File: src/sv/chs_ram.sv
// generic single-port ram with registered read
module chs_ram #(
    parameter int WIDTH = 8,
    parameter int DEPTH = 64
) (
    input  logic                     i_clk,
    input  logic                     i_we,
    input  logic [$clog2(DEPTH)-1:0] i_addr,
    input  logic [WIDTH-1:0]         i_wdata,
    output logic [WIDTH-1:0]         o_rdata
);
    logic [WIDTH-1:0] r_mem [DEPTH];

    always_ff @(posedge i_clk) begin
        if (i_we) begin
            r_mem[i_addr] <= i_wdata;
        end
        o_rdata <= r_mem[i_addr];
    end
endmodule

File: config.mk
export PLATFORM = sky130hd
export DESIGN_NAME = chs_ram
export DESIGN_NICKNAME = d
export VERILOG_FILES = /design/src/sv/chs_ram.sv
export SDC_FILE = /design/constraint.sdc
export NUM_CORES = 1
export LEC_CHECK = 0
export BUFFER_PORTS_ARGS = -buffer_cell sky130_fd_sc_hd__buf_2
export CORE_ASPECT_RATIO = 1.4
export CORE_MARGIN = 3
export CORE_UTILIZATION = 35
export DETAILED_ROUTE_END_ITERATION = 16
export PLACE_DENSITY = 0.58
export SLEW_MARGIN = 20
export SYNTH_ARGS = -nofsm -noshare
export SYNTH_HDL_FRONTEND = slang
export SYNTH_SLANG_ARGS = --single-unit
File: constraint.sdc
create_clock -name i_clk -period 3.3 [get_ports i_clk]
set_input_delay 0.99 -clock i_clk [delete_from_list [all_inputs] [get_ports i_clk]]
set_output_delay 0.99 -clock i_clk [all_outputs]
set_load 0.05 [all_outputs]
==> results.md <==
* Internal cell power at around 0.011 W
* DR iter-0 viols at 1011
* Crit start category: input port
* Post-CTS Setup Inserts at 0
* CTS hold repair buffers at 0
* Ranking of synthesized cells by area: edfxtp_1 (75%), mux4_2 (4.5%), mux2i_1 (3.1%)
* Max-cap violations at 0
* Relative slew slack at 0.297
* Worst r2r dst: o_rdata[7]
* Combinational Power Share at 0.065
* Latest clock arrival within the worst-skew pair at 570 ps
* Antenna fix cells at 0
* Tcrit/Tclk final at 0.838
* Die width at between 200 and 250 µm
* Post-DR wirelength/cell at 26.3 µm
* Vias at 11700
* Leading area contributor after synthesis: edfxtp_1
* Post-synth EDFFs at 512
* Synth Cell Area at 20400 µm²
* Hold_sp: r_mem[3][2]
* Fmax at 362 MHz
* Vias in the first global route at 11900
* Drt via density at about 5.5
* Ys async rst share at 0
* Core Rows at 104
* Clock power share at 0.397
* R2R Setup Slk at 1070 ps
* Unique masters post-synth at 56
* CTS resizes at 0
* Layout area overhead at 18.5%
* Ys flop type: edfxtp_1
* Setup_tns at 0 ps
* Critical path data required time at between 3000 and 4000 ps
* Share of the synthesized area in the top cell type at 0.752
* Synthesized area per cell at 17.5 µm²
* CTS Buf Count at 46
* NetSw at between 0.002 and 0.003 W
* Final setup fails at 0
* Synth top cells by count: edfxtp_1 (512), nor2_1 (82), mux2i_1 (63)
* Count leader, synth: edfxtp_1
* Mapped Cells at about 1200
* Hold Crit Endpoint: o_rdata[2]
* Worst Path Arrival at 3200 ps
* Die span in y at 292 µm
* Minimum clock period at between 2000 and 3000 ps
* Power density cells at ~560 nW/µm²
* First-pass GRT wire length at 81700 µm
* RSZ-0062 raised after global routing: no
* Sw Share at 0.214
* Reg2Reg Depth at 5
* CTS root buf: clkbuf_16
* Largest net degree at the start of global routing at 40
* Share of layout cells above drive strength 1 at 0.247
* Filler cells at around 5000
* Outcome: finished, final reports clean
* Worst hold stages at 4
* Mapped Nets at 1187
* Full die area at 61400 µm²
* # DRC at 0
* Slew Viols, Final at 0
* Drt first pass iters at 7
* Sequential share of power at 0.538
* Dpl hpwl at 38500 µm
* Worst-path clk slew at around 60 ps
* Net count, final at 1371
* Clock sinks at 520
* Final hold violations at 0
* Starting Density at 0.355
* Hold Path Class: flip-flop to flip-flop
* Worst-margin pin slew at 1050 ps
* Clk buf depth at 3
* H-tree levels at 2
* CP max FO at 23
* Initial antenna violation count at 1
* CP Capture Type: flip-flop
* Max VDD drop at ~0.33 mV
* I/O Buffers at 23
* Grt ovf at 0
* Cell Count, Final, Fillers Out at 2134
* Final WL at between 50000 and 60000 µm
* GRT Util Overall at 0.180
* Io pins at 24
* Cells after DPL at 2049
* Sequential element share of the synthesized area at 0.760
* Clock Skew at 17.4 ps
* DRT antenna net count at 0
* Core footprint at a little under 60000 µm²
* Number of synthesized register bits at 520
* Gpl congestion at ~0.89
* Kind of critical path: input port to flip-flop
* Leakage power at 8.06 nW
* Ys Warns at 0
* CTS tree: yes
* RR Startpoint: r_mem[2][7]
[logic make-up after synthesis]
| logic type | after synthesis | synth area share |
|---|---|---|
| AO/OA/AOI/OAI | 222 | 0.0808 |
| multiplexers | 116 | 0.0826 |
| buffers and inverters | 84 | 0.0198 |
| AND/OR/NAND/NOR | 229 | 0.0571 |
| flip-flops | 520 | 0.760 |
[per-layer routing]
| layer | vias up | GRT usage | share of wire |
|---|---|---|---|
| li1 | 5113 | - | - |
| met1 | 6104 | 0.221 | 0.38 |
| met2 | 404 | 0.317 | 0.52 |
| met3 | 125 | 0.0214 | 0.049 |
| met4 | 2 | 0.0846 | 0.051 |
| met5 | - | 0 | 0.00021 |
[flip-flops by register name, summed over array words and instances (netlist names)]
signal / flops
o_rdata: 8
r_mem: 512
[layout make-up]
| cell class | count | area (µm²) | area share |
|---|---|---|---|
| inverters | 3 | 11.3 | 0.000465 |
| repair buffers | 217 | 1720 | 0.0710 |
| clock inverters | 16 | 185 | 0.00764 |
| flip-flops and latches | 520 | 15500 | 0.641 |
| multi-input cells | 567 | 4520 | 0.186 |
| clock buffers | 69 | 1330 | 0.0548 |
| well taps | 742 | 928 | 0.0383 |
[cell usage in the layout (no fill, tap or decap), types with 5 or more instances in the layout]
| cell | netlist | layout |
|---|---|---|
| and3_1 | 9 | 9 |
| a221o_1 | 11 | 11 |
| and2_1 | 9 | 9 |
| nor2b_1 | 8 | 6 |
| nand2_1 | 45 | 45 |
| a21oi_1 | 28 | 28 |
| clkbuf_8 | 0 | 7 |
| mux4_2 | 41 | 41 |
| o22ai_1 | 22 | 22 |
| a22oi_1 | 40 | 40 |
| nand3_1 | 8 | 8 |
| mux2_1 | 7 | 7 |
| nand2b_1 | 24 | 24 |
| a32oi_1 | 7 | 7 |
| o21ai_0 | 9 | 9 |
| a211oi_1 | 6 | 6 |
| a221oi_1 | 21 | 21 |
| a31oi_1 | 15 | 15 |
| or3b_2 | 5 | 5 |
| and4_1 | 6 | 6 |
| clkinv_2 | 0 | 9 |
| o31ai_1 | 5 | 5 |
| buf_12 | 0 | 11 |
| nor2_1 | 82 | 81 |
| mux2i_1 | 63 | 63 |
| o22a_1 | 11 | 11 |
| o2bb2ai_1 | 7 | 7 |
| buf_2 | 30 | 20 |
| dfxtp_1 | 8 | 8 |
| nand3b_1 | 12 | 12 |
| buf_4 | 4 | 185 |
| clkbuf_16 | 0 | 47 |
| a22o_1 | 10 | 10 |
| edfxtp_1 | 512 | 512 |
| o221ai_1 | 9 | 9 |
| mux2_2 | 5 | 5 |
| clkbuf_1 | 36 | 15 |
[metrics by stage]
stage / util / hold slack, ps / total power, W / setup WS [ps] / area (µm²)
floorplan: - / 563 / 0.00792 / 211 / 20400
global placement: 0.394 / 743 / 0.00836 / -127 / 22700
detailed placement: 0.394 / 753 / 0.00837 / 1.77 / 22700
CTS: 0.420 / 756 / 0.0137 / 586 / 24200
global route: 0.420 / 805 / 0.0140 / 504 / 24200
finish: 0.420 / 758 / 0.0136 / 536 / 24200
[how the worst max path moves through the flow]
| stage | start | endpoint | slack, ps | cells after the start |
|---|---|---|---|---|
| 2_1_floorplan | i_addr[1] | r_mem[13][0] | 210 | 7 |
| 4_1_cts | i_addr[1] | o_rdata[1] | 590 | 7 |
| 5_1_grt | i_addr[1] | o_rdata[3] | 500 | 7 |
| 3_5_place_dp | i_addr[1] | o_rdata[1] | 2 | 7 |
| 6_report | i_addr[0] | o_rdata[6] | 540 | 8 |
| 3_3_place_gp | i_addr[0] | o_rdata[4] | -130 | 8 |
[worst max-delay path, stage by stage]
cell	delay, ps
buf_4	250
buf_4	210
and2_1	320
buf_4	250
a221oi_1	340
o22a_1	180
o211ai_1	130
or4_1	500
[power groups by stage]
| stage | registers, W | logic, W | clock network [W] |
|---|---|---|---|
| 2_1_floorplan | 0.00752 | 0.000397 | 0 |
| 3_3_place_gp | 0.00747 | 0.000881 | 0 |
| 3_5_place_dp | 0.00748 | 0.000890 | 0 |
| 4_1_cts | 0.00733 | 0.000892 | 0.00551 |
| 5_1_grt | 0.00733 | 0.000939 | 0.00574 |
| 6_report | 0.00733 | 0.000888 | 0.00541 |
(Power assumes the default switching activity.)
