$ cat src/sv/chs_pkg.sv
// shared constants, types and hash function of the chained hash symbol table
package chs_pkg;

    localparam int BUCKETS     = 513;
    localparam int MAX_ENTRIES = 1024;
    localparam int NAME_BYTES  = 64;

    localparam int HASH_W   = 32;
    localparam int CHAR_W   = 8;
    localparam int DATA_W   = 32;
    localparam int STATUS_W = 3;
    localparam int BKT_W    = $clog2(BUCKETS);
    localparam int SLOT_W   = $clog2(MAX_ENTRIES);
    localparam int USED_W   = $clog2(MAX_ENTRIES + 1);
    localparam int IDX_W    = $clog2(NAME_BYTES);
    localparam int LEN_W    = $clog2(NAME_BYTES + 1);
    localparam int MOD_STEPS = 4;

    localparam logic FUNC_INSERT = 1'b0;
    localparam logic FUNC_LOOKUP = 1'b1;

    localparam logic [STATUS_W-1:0] ST_STORED    = 3'd0;
    localparam logic [STATUS_W-1:0] ST_FOUND     = 3'd1;
    localparam logic [STATUS_W-1:0] ST_NOT_FOUND = 3'd2;
    localparam logic [STATUS_W-1:0] ST_DUPLICATE = 3'd3;
    localparam logic [STATUS_W-1:0] ST_FULL      = 3'd4;
    localparam logic [STATUS_W-1:0] ST_TOO_LONG  = 3'd5;

    typedef struct packed {
        logic [LEN_W-1:0]  len;
        logic [DATA_W-1:0] key_type;
        logic [DATA_W-1:0] value;
        logic [SLOT_W-1:0] link;
    } t_meta;

    typedef struct packed {
        logic             done;
        logic [BKT_W-1:0] bucket;
    } t_mod_rsp;

    function automatic logic [HASH_W-1:0] elf_fold(input logic [HASH_W-1:0] h_in,
                                                   input logic [CHAR_W-1:0] c);
        logic [HASH_W-1:0] h;
        logic [HASH_W-1:0] top;
        h   = (h_in << 4) + {{(HASH_W-CHAR_W){1'b0}}, c};
        top = h & 32'hF000_0000;
        if (top != '0) begin
            h = h ^ (top >> 24);
        end
        return h & ~top;
    endfunction

endpackage

$ cat src/sv/chs_mod.sv
// iterative hash modulo bucket count, MOD_STEPS hash bits per cycle
module chs_mod (
    input  logic                        i_clk,
    input  logic                        i_rst_n,
    input  logic                        i_start,
    input  logic [chs_pkg::HASH_W-1:0]  i_hash,
    output chs_pkg::t_mod_rsp           o_rsp
);
    localparam int CNT = chs_pkg::HASH_W / chs_pkg::MOD_STEPS;
    localparam int CNT_W = $clog2(CNT);

    logic                        r_busy, n_busy;
    logic                        r_done, n_done;
    logic [CNT_W-1:0]            r_cnt, n_cnt;
    logic [chs_pkg::HASH_W-1:0]  r_word, n_word;
    logic [chs_pkg::BKT_W-1:0]   r_rem, n_rem;

    always_comb begin
        logic [chs_pkg::BKT_W:0] rem;
        n_busy = r_busy;
        n_done = 1'b0;
        n_cnt  = r_cnt;
        n_word = r_word;
        n_rem  = r_rem;
        rem    = '0;
        if (i_start) begin
            n_busy = 1'b1;
            n_cnt  = '0;
            n_word = i_hash;
            n_rem  = '0;
        end else if (r_busy) begin
            rem = {1'b0, r_rem};
            for (int k = 0; k < chs_pkg::MOD_STEPS; k++) begin
                rem = {rem[chs_pkg::BKT_W-1:0], r_word[chs_pkg::HASH_W-1-k]};
                if (rem >= (chs_pkg::BKT_W+1)'(chs_pkg::BUCKETS)) begin
                    rem = rem - (chs_pkg::BKT_W+1)'(chs_pkg::BUCKETS);
                end
            end
            n_rem  = rem[chs_pkg::BKT_W-1:0];
            n_word = r_word << chs_pkg::MOD_STEPS;
            n_cnt  = r_cnt + 1'b1;
            if (r_cnt == CNT_W'(CNT - 1)) begin
                n_busy = 1'b0;
                n_done = 1'b1;
            end
        end
    end

    always_ff @(posedge i_clk) begin
        if (!i_rst_n) begin
            r_busy <= 1'b0;
            r_done <= 1'b0;
            r_cnt  <= '0;
        end else begin
            r_busy <= n_busy;
            r_done <= n_done;
            r_cnt  <= n_cnt;
        end
        r_word <= n_word;
        r_rem  <= n_rem;
    end

    assign o_rsp.done   = r_done;
    assign o_rsp.bucket = r_rem;
endmodule

$ cat config.mk
export PLATFORM = sky130hd
export DESIGN_NAME = chs_mod
export DESIGN_NICKNAME = d
export VERILOG_FILES = /design/src/sv/chs_pkg.sv /design/src/sv/chs_mod.sv
export SDC_FILE = /design/constraint.sdc
export NUM_CORES = 1
export LEC_CHECK = 0
export BUFFER_PORTS_ARGS = -buffer_cell sky130_fd_sc_hd__buf_2
export CAP_MARGIN = 0
export CORE_MARGIN = 5
export CORE_UTILIZATION = 45
export CTS_CLUSTER_DIAMETER = 40
export DETAILED_ROUTE_END_ITERATION = 16
export HOLD_SLACK_MARGIN = 0.1
export PLACE_DENSITY = 0.64
export SYNTH_ARGS = -nofsm -noshare
export SYNTH_HDL_FRONTEND = slang
export SYNTH_SLANG_ARGS = --single-unit
$ cat constraint.sdc
create_clock -name i_clk -period 11.2 [get_ports i_clk]
set_input_delay 1.12 -clock i_clk [delete_from_list [all_inputs] [get_ports i_clk]]
set_output_delay 1.12 -clock i_clk [all_outputs]
set_load 0.03 [all_outputs]
==> results.yml <==
run_status:
  status: "completed"
worst_setup_path:
  r2r_slack_ps: 4730
  end_kind: "flip-flop"
  crit_chain: "inv_1 > ha_1 > or4b_4 > nor2_4 > nand4b_1 > a32oi_1 > a41o_1 > nor2_1 > xnor2_1 > inv_1 > ha_1 > nand4_1 > a21oi_1 > o22ai_1 > nor4b_2 > nor2_1 > xnor2_1 > ha_1 > nand2b_1 > a21oi_1 > a311oi_1 > a41oi_4 > and4_1 > a2111oi_2"
  rr_startpoint: "r_word[31]"
  cp_data_arrival_time_ps: 6660
  critical_path_class: "reg2reg"
  r2r_end: "r_rem[4]"
  critPathMaxStageDelay_ps: 580
  slowest_stage: "or4b_4"
  r2r_cells: 24
  worstPathRequired_ps: 11390
  cp_common_cell: "ha_1"
  crit_end: "r_rem[4]"
  cp_max_fo: 12
  cp-start-kind: "flip-flop"
  crit_path_start: "r_word[31]"
die:
  ios: 46
  start_util_pct: 46.1
  die_h_um: 101
  core_mm2: 0.00818
  die_area_mm2: 0.0103
  num_rows: 33
  dieWidth_um: 101
placement:
  place.port_buffers: 45
  place_hpwl_um: 6760
  gp_congestion: 0.913
  place_inst: 513
cts:
  hold_buffers: 0
  clockBufferDepth: 2
  cts_root_buf: "clkbuf_8"
  cts_resized: 0
  cts_tree: "done"
  cts_num_sinks: 47
  clk_latency_ps: 290
  cts.clk_slew.worst_paths_ps: 90
  htreeDepth: 2
  cts_setup_buffers: 0
  cts_made_buffers: 5
sta:
  fin_crit_sh_pct: 57.7
  setup_tns_ps: 0
  max_freq_ghz: 0.155
  post-route-min-period_ps: 6470
  setup_viol: 0
  finalHoldViolations: 0
  tightest_slew_ps: 897
  finalClockSkew_ps: 6.19
  finalMaxSlewViolations: 0
  slew_headroom_pct: 40.2
  rsz0062_at_grt: "no"
detailed_routing:
  drc: 0
  routedWlPerCell_um: 17.2
  dr.pass1.iters: 5
  num_vias: 3216
  ant_nets: 0
  drtIter0Drc: 195
  wl_um: 8940
  viasPerCell: 6.17
yosys:
  ys_warn_count: 0
  ys_seq_area_share_pct: 33.5
  ys_types: 74
  syn_area_per_cell_um2: 9.81
  ys_async_sr_fraction_pct: 0
  syn_inst: 384
  syn-num-nets: 429
  synth_ff_type: "edfxtp_1"
  synth_seq_cells: 47
  synth_edf_count: 32
  syn_area_mm2: 0.00377
global_route:
  grt_max_degree: 47
  grt_pass1_vias: 3048
  antenna_found_initial: 0
  grt_overflow: 0
  grt_usage_pct: 17.6
  grt_pass1_wl_um: 14500
pwr:
  peakVddDrop_mv: 0.163
  p_clk_share_pct: 8.5
  swShare_pct: 53.4
  cellPowerDensity_mw_per_mm2: 282
  p_leak_nw: 1.52
  p_comb_share_pct: 69.0
  internal-power_w: 0.000537
  power_frac_seq_pct: 22.5
  p_switching_w: 0.000614
flow_run:
  cap_violations: 0
cells_and_area:
  drive_gt1_share_pct: 26.2
  nets: 460
  instances_no_fill: 521
  n_antenna_cell: 0
  area_growth_pct: 8.24
worst_hold_path:
  hp-class: "reg2reg"
final cells by class:
cell class	count	area (um^2)
clock buffer	6	72.6
clock inverter	2	12.5
fill	786	4100
inverter	14	52.6
multi-input combinational	301	2310
sequential	47	1260
tap	105	131
timing repair buffer	46	233
Yosys cell counts (all sizes together), types with 4 or more instances:
library cell,n,area [um^2]
nor2,38,153
edfxtp,32,961
mux2,30,338
nand2,25,93.8
buf,15,113
dfxtp,15,300
xnor2,15,131
a21oi,14,70.1
inv,14,52.6
xor2,11,104
ha,10,125
nand3,10,50.1
nand4,10,62.6
nor3,9,56.3
and2,8,50.1
nor4,8,77.6
clkbuf,7,26.3
nor3b,7,52.6
o21ai,7,35.0
a311oi,6,70.1
a31oi,6,37.5
nand2b,6,37.5
a31o,5,43.8
or2,5,31.3
or3,5,31.3
a41oi,4,68.8
and3,4,25.0
o211ai,4,30.0
o22ai,4,31.3
registers in the layout, indices dropped and copies added (netlist names):
signal / count
r_word: 32
r_rem: 10
r_busy: 1
r_cnt: 3
r_done: 1
through the flow:
stage          hold slack, ps  utilization (%)  setup WS, ps  power [W]  cell area (um^2)
3_3_place_gp              481             48.8          4970    0.00104              3990
5_1_grt                   573             49.9          4250    0.00123              4080
4_1_cts                   520             49.9          4830    0.00115              4080
2_1_floorplan             465                -          5680   0.000900              3770
3_5_place_dp              499             48.8          4890    0.00104              3990
6_report                  511             49.9          4730    0.00115              4080
how the worst min path moves through the flow:
stage,startpoint,cells past startpoint,to,slack (ps)
global route,r_word[16],1,r_word[20],570
floorplan,r_cnt[1],2,r_cnt[1],460
CTS,r_cnt[1],2,r_cnt[1],520
finish,r_cnt[1],2,r_cnt[1],510
global placement,r_cnt[1],2,r_cnt[1],480
detailed placement,r_cnt[1],2,r_cnt[1],500
worst max-delay path, delay by kind of cell (launching register included):
| family | cells | cell delay [ps] |
|---|---|---|
| xor+xnor | 2 | 640 |
| simple gates | 9 | 1970 |
| buf+inv | 2 | 240 |
| compound gates | 8 | 2210 |
| flops | 1 | 540 |
| fa+ha+maj | 3 | 740 |
routing by layer:
metal | routed length, um | global-route usage, % | vias to the layer above
met2 | 4340 | 29.6 | 124
met4 | 284 | 7.16 | 0
met5 | 0 | 0 | -
li1 | - | - | 1530
met1 | 3820 | 22.4 | 1538
met3 | 505 | 2.89 | 24
cell families (layout without fill, tap and decap cells):
| kind of cell | Yosys count | in the layout | share of synthesized area, % |
|---|---|---|---|
| and+or+nand+nor | 148 | 148 | 22.4 |
| AOI/OAI and AO/OA | 85 | 85 | 20.0 |
| DFF | 47 | 47 | 33.5 |
| buffers and inverters | 36 | 68 | 5.08 |
| muxes | 32 | 32 | 9.50 |
| xor gates and xnor gates | 26 | 26 | 6.25 |
| adders and majority gates | 10 | 10 | 3.32 |
power groups by stage:
stage | registers (W) | logic, W | clock network (W)
floorplan | 0.000254 | 0.000646 | 0
global placement | 0.000261 | 0.000780 | 0
detailed placement | 0.000262 | 0.000778 | 0
CTS | 0.000258 | 0.000783 | 0.000104
global route | 0.000264 | 0.000860 | 0.000110
finish | 0.000259 | 0.000795 | 0.0000983
cells in the final DEF (no fill, tap or decap), types with 10 or more instances in the layout:
master and instances:
edfxtp_1 32, nand3_1 10, ha_1 10, nor2_1 36, dfxtp_1 15, nand2_1 25
buf_2 45, a21oi_1 14, xor2_1 10, mux2_2 30, inv_1 14, xnor2_1 15
nand4_1 10
Power figures use the tool's default switching activity.
